File: src/design/sacl_pkg.sv
// Package for the set-associative cache lookup block: payload structs,
// controller states and the command/status structs between the two halves.
// No dependencies.
package sacl_pkg;

  localparam int unsigned ADDR_W = 32;
  localparam int unsigned CNT_W  = 32;

  typedef struct packed {
    logic [31:0] address;
    logic        mode;
  } sacl_in_t;

  typedef struct packed {
    logic        hit;
    logic        evicted;
    logic [2:0]  way_used;
    logic [31:0] hits_total;
    logic [31:0] misses_total;
    logic [31:0] evictions_total;
    logic        last;
  } sacl_out_t;

  typedef enum logic [1:0] {
    CFG_SET_BITS   = 2'd0,
    CFG_BLOCK_BITS = 2'd1,
    CFG_WAYS       = 2'd2
  } sacl_cfg_idx_t;

  typedef enum logic [2:0] {
    ST_CLEAR,
    ST_IDLE,
    ST_READ,
    ST_UPDATE,
    ST_OUT
  } sacl_state_t;

  typedef struct packed {
    logic load_item;   // capture input word
    logic rd;          // issue set read
    logic upd;         // write set back and form result
    logic clr;         // clearing pass write
  } sacl_cmd_t;

  typedef struct packed {
    logic clr_done;
  } sacl_sts_t;

endpackage

File: src/design/sacl_ctrl.sv
// Controller for the cache lookup: clearing pass, read/update sequence per
// access, and output handshake. Uses sacl_pkg.
module sacl_ctrl (
  input  logic               clk,
  input  logic               rst_n,
  input  logic               in_valid,
  output logic               in_stall,
  input  logic               out_stall,
  output logic               out_valid,
  input  logic               item_mode,
  input  sacl_pkg::sacl_sts_t sts,
  output sacl_pkg::sacl_cmd_t cmd
);
  import sacl_pkg::*;

  sacl_state_t state_r, state_nxt;
  logic        second_r, second_nxt;   // the current access is the second one
  logic        in_acc;
  logic        out_acc;

  assign in_acc  = in_valid && !in_stall;
  assign out_acc = out_valid && !out_stall;

  always_comb begin
    state_nxt  = state_r;
    second_nxt = second_r;
    case (state_r)
      ST_CLEAR:  if (sts.clr_done) state_nxt = ST_IDLE;
      ST_IDLE: begin
        if (in_valid) begin
          state_nxt  = ST_READ;
          second_nxt = 1'b0;
        end
      end
      ST_READ:   state_nxt = ST_UPDATE;
      ST_UPDATE: state_nxt = ST_OUT;
      ST_OUT: begin
        if (out_acc) begin
          // A modify word runs the same access once more.
          if (item_mode && !second_r) begin
            second_nxt = 1'b1;
            state_nxt  = ST_READ;
          end else begin
            state_nxt = ST_IDLE;
          end
        end
      end
      default:   state_nxt = ST_IDLE;
    endcase
  end

  always_comb begin
    cmd           = '0;
    in_stall      = 1'b1;
    out_valid     = 1'b0;
    case (state_r)
      ST_CLEAR:  cmd.clr = 1'b1;
      ST_IDLE: begin
        in_stall      = 1'b0;
        cmd.load_item = in_valid;
      end
      ST_READ:   cmd.rd = 1'b1;
      ST_UPDATE: cmd.upd = 1'b1;
      ST_OUT:    out_valid = 1'b1;
      default:   cmd = '0;
    endcase
  end

  always_ff @(posedge clk) begin
    if (!rst_n) begin
      state_r  <= ST_CLEAR;
      second_r <= 1'b0;
    end else begin
      state_r  <= state_nxt;
      second_r <= second_nxt;
    end
  end

  assert property (@(posedge clk) disable iff (!rst_n) in_acc |-> state_r == ST_IDLE)
    else $error("input accepted outside idle");
  assert property (@(posedge clk) disable iff (!rst_n) out_valid |-> in_stall)
    else $error("input open while result pending");
  assert property (@(posedge clk) disable iff (!rst_n)
    (state_r == ST_READ) |=> (state_r == ST_UPDATE))
    else $error("read not followed by update");

endmodule

File: config.mk
export PLATFORM = sky130hd
export DESIGN_NAME = sacl_ctrl
export DESIGN_NICKNAME = d
export VERILOG_FILES = /design/src/design/sacl_pkg.sv /design/src/design/sacl_ctrl.sv
export SDC_FILE = /design/constraint.sdc
export NUM_CORES = 1
export LEC_CHECK = 0
export BUFFER_PORTS_ARGS = -buffer_cell sky130_fd_sc_hd__buf_2
export CORE_AREA = 3 3 40 42
export CTS_CLUSTER_DIAMETER = 80
export DETAILED_ROUTE_END_ITERATION = 10
export DIE_AREA = 0 0 43 45
export GPL_ROUTABILITY_DRIVEN = 0
export PLACE_DENSITY_LB_ADDON = 0.3
export SLEW_MARGIN = 20
export SYNTH_ARGS = -nofsm -noshare
export SYNTH_HDL_FRONTEND = slang
export SYNTH_SLANG_ARGS = --single-unit
export TNS_END_PERCENT = 20
File: constraint.sdc
create_clock -name clk -period 1.99 [get_ports clk]
set_clock_uncertainty 0.05 [all_clocks]
set_input_delay 0.199 -clock clk [delete_from_list [all_inputs] [get_ports clk]]
set_output_delay 0.199 -clock clk [all_outputs]
set_load 0.02 [all_outputs]
; After elaboration in Yosys (flattened, before gate mapping)
; Cells that the tools add are included.
[word_totals]
register_bits = 4
input_bits = 6
output_inout_bits = 6
word_cells = 33
[classes]
eq_ne = 8
muxes = 15
n_reduce_logical = 8
[op_table]
columns = operator, count
row1 = case mux 3 bit (5 select lines), 1
row2 = two-way mux 1 bit, 9
row3 = two-way mux 3 bit, 3
row4 = "inequality test 2 bit, second input constant", 4
row5 = "== test 3 x 2 -> 1 bit, second input constant", 2
row6 = AND reduction 4 bit, 1
row7 = "== test 3 x 1 -> 1 bit, second input constant", 1
row8 = "== test 3 bit, second input constant", 1
row9 = logical NOT 3 bit, 1
row10 = AND reduction 3 bit, 1
row11 = logical AND 1 bit, 2
row12 = logical NOT 1 bit, 2
row13 = two-way mux 2 bit, 1
row14 = case mux 1 bit (2 select lines), 1
row15 = nonzero test 2 bit, 1

; Depth between registers and ports, before layout
[depth]
word_depth = 5
depth_mapped = 4
ltp_nobuf = 3

; Least setup slack after synthesis
; OpenSTA, ideal clock, no wires.
[synth_timing]
path_type = register -> register
from = register state_r[1]
to = register state_r[1]
setup_ps = 60
arrival_ps = 1262
required_ps = 1880
slack_ps = 618
stages_incl_launch_ff = 4
path_buffers = 0
period_less_slack_ps = 1372
cell_sequence = dfxtp_1 > inv_1 > nor3_1 > o21a_1
[synth_via]
elab_chain_cells = 5
word_cells_on_any_way = 12
cone_classes = eq/ne: 7 / mux: 2 / reduce/logical: 3
[synth_lines]
columns = element, line_no
row1 = from (decl), sacl_ctrl.sv:16  ; sacl_state_t state_r, state_nxt;
row2 = from (signal assigned), sacl_ctrl.sv:74  ; state_r <= state_nxt;
row3 = == test 3 bit, "sacl_ctrl.sv:27, sacl_ctrl.sv:56"
row4 = two-way mux 1 bit, sacl_ctrl.sv:56  ; case (state_r)
row5 = logical AND 1 bit, sacl_ctrl.sv:22  ; assign out_acc = out_valid && !out_stall;
row6 = inequality test 2 bit (no line), -
row7 = AND reduction 3 bit (no line), -
; Several ways; a longest one is shown, not always the timed one.
; A chain may end at the register's enable or synchronous reset.

==> flow_summary.ini <==
[cts]
cts_root_buf = clkbuf_4
htreeDepth = 1
cts_made_buffers = 3
cts_hold_buf = 0
cts_tree = yes
cts_buffer_depth = 2
post_cts_buffers = 0
path_clk_slew_ns = 0.04
clkLatencyLatePin_ns = 0.23
ctsResizeCount = 0
cts_sinks = 4

[power_and_ir_drop]
pwr-share-clk_pct = 39.6
ir_drop_v = 0.000215
netSwitchingPower_uw = 72.4
intPower_uw = 178
pwr-share-comb_pct = 21.4
pwr_density_cell_mw_per_mm2 = 737
switching_share_pct = 29.0
p_leak_nw = 0.163
power_uw = 250
seqPwrFrac_pct = 39.0

[timing]
tns_ns = 0
fmax_ghz = 0.682
period_needed_ns = 1.47
finalSetupViolCount = 0
timing.final.crit_share_pct = 73.7
worstMarginPinSlew_ns = 0.314
rsz0062_at_grt = no
slew_viol_final = 0
relSlewSlack_pct = 79.0
whs_ns = 0.181
finalHoldViolations = 0

[synthesis]
ys_warn_count = 0
synthFlopType = dfxtp_1
syn_nets = 37
yosysMostFrequentCell = dfxtp_1
synthTopCellsByArea = dfxtp_1 31%, nor3_1 5.8%, a221oi_2 5.8%
synthCells = 31
synth_common_cells = 4 x dfxtp_1, 3 x nor2_1, 3 x nor3_1
yosysTopAreaCell = dfxtp_1
ys_seq_area_share_pct = 30.9
syn_avg_cell_area_sq_um = 8.35
synth-seq-cells = 4
yosys.area.top_type_share_pct = 30.9
synth_edf_count = 0
synthArstFlopShare_pct = 0
synth_cell_types = 19
netlist_area_sq_um = 259

[placement]
portBuffers = 11
dp_hpwl_um = 483
placed_area_sq_um = 317

[finish]
syn2layout_area_growth_pct = 30.9
fillers = 150
antenna_cells = 0
nets = 51
fin_area_sq_um = 339
final_util_pct = 26.4
drive_above_1_share_pct = 37.2

[detailed_routing]
dr_total_vias = 244
drt_iter0_drc = 3
wl_um = 613
wire_per_inst_um = 10.6
drcViolationCount = 0
firstDrtPassIters = 4
viasPerCell = 4.21
ant_nets = 0

[global_route]
antenna_found_initial = 0
top_usage_layer = met4
use_met3_pct = 3.98
grt_pass1_wl_um = 931
grt_util_met1_pct = 8.19
grt_use_total_pct = 7.24
grt_pass1_vias = 212
grt_overflow = 0
grt_use_met2_pct = 8.38
grt_max_degree = 11

[worst_setup_path]
critical_path_class = register to output port
cp_cell_sequence = inv_1, nor3_1, buf_2
critical_path.max_fanout = 7
critical-path-top-delay-family = flip-flops
cp-start-kind = register
endpoint_kind = output port
crit_arrival_ns = 1.22
slowest_stage = dfxtp_1
cp.required_ns = 1.74
path_buf_inv = 2
crit_path_max_incr_delay_ns = 0.46

[floorplanning]
initial_core_util_pct = 20.2
core_sq_mm = 0.00128
die_w_um = 43
die_height_um = 45
dieArea_sq_mm = 0.00194
core.rowCount = 13
io-pin-count = 12

[job]
drv_cap = 0

[worst_hold_path]
min_path_type = primary input to register

[status]
status = completed
==> kinds of logic (layout without fill, tap and decap cells) <==
logic type / Yosys count / in the layout / synth area share (%)
AND/OR/NAND/NOR: 17 / 17 / 40.6
flip-flops: 4 / 4 / 30.9
AO/OA/AOI/OAI: 6 / 6 / 19.3
buffers and inverters: 4 / 16 / 9.18
==> per-layer routing <==
| layer | share of wire [%] | up-vias |
|---|---|---|
| met5 | 0 | - |
| met4 | 0 | 0 |
| met3 | 11 | 0 |
| met2 | 40 | 8 |
| met1 | 49 | 103 |
| li1 | - | 133 |
==> cell type report <==
type / instances / area [sq um] / share of cell area [%]
Timing Repair Buffer: 11 / 55.1 / 16.2
Inverter: 2 / 7.51 / 2.21
Clock buffer: 3 / 22.5 / 6.64
Sequential cell: 4 / 80.1 / 23.6
Tap cell: 15 / 18.8 / 5.54
Multi-Input combinational cell: 23 / 155 / 45.8
==> final timing paths <==
check	end	slack [ns]	cells after the start	startpoint
hold reg to reg	second_r$_SDFFE_PN0P_	0.47	1	second_r$_SDFFE_PN0P_
setup reg to reg	second_r$_SDFFE_PN0P_	0.79	3	state_r[0]$_SDFFE_PN0P_
hold / removal	state_r[1]$_SDFFE_PN0P_	0.18	2	rst_n
setup / recovery	cmd[2]	0.52	3	state_r[1]$_SDFFE_PN0P_
==> worst register-to-register path, cell delays in order (launching register included) <==
cell and delay [ns]:
dfxtp_1 0.49, nand3b_1 0.14, a221oi_2 0.30, o211a_1 0.16
==> per-stage QoR <==
stage	std cells	worst slack, ns
after floorplan	31	0.618
after global routing	58	0.353
after global placement	55	0.765
after detailed placement	55	0.772
final	58	0.524
after CTS	58	0.512
==> cells in the final DEF, fill, tap and decap left out, types with 2 or more instances in the layout <==
cell type / netlist / final
dfxtp_1: 4 / 4
clkbuf_4: 0 / 3
nor2_1: 3 / 3
inv_1: 2 / 2
nor2b_1: 2 / 2
buf_2: 1 / 11
nand3b_1: 2 / 2
o21a_1: 2 / 2
nand2b_1: 2 / 2
nor3_1: 3 / 3
==> sequential cells by signal, summed over array words and instances (netlist names) <==
signal    flops
state_r       3
second_r      1
==> power by group through the flow <==
stage,logic [mW],clock network (mW),registers (mW)
6_report,0.0534,0.0990,0.0975
5_1_grt,0.0585,0.111,0.0991
4_1_cts,0.0542,0.104,0.0974
3_5_place_dp,0.0540,0,0.0989
3_3_place_gp,0.0545,0,0.0986
2_1_floorplan,0.0451,0,0.0919
No activity file was read; power rests on OpenSTA's default activity.
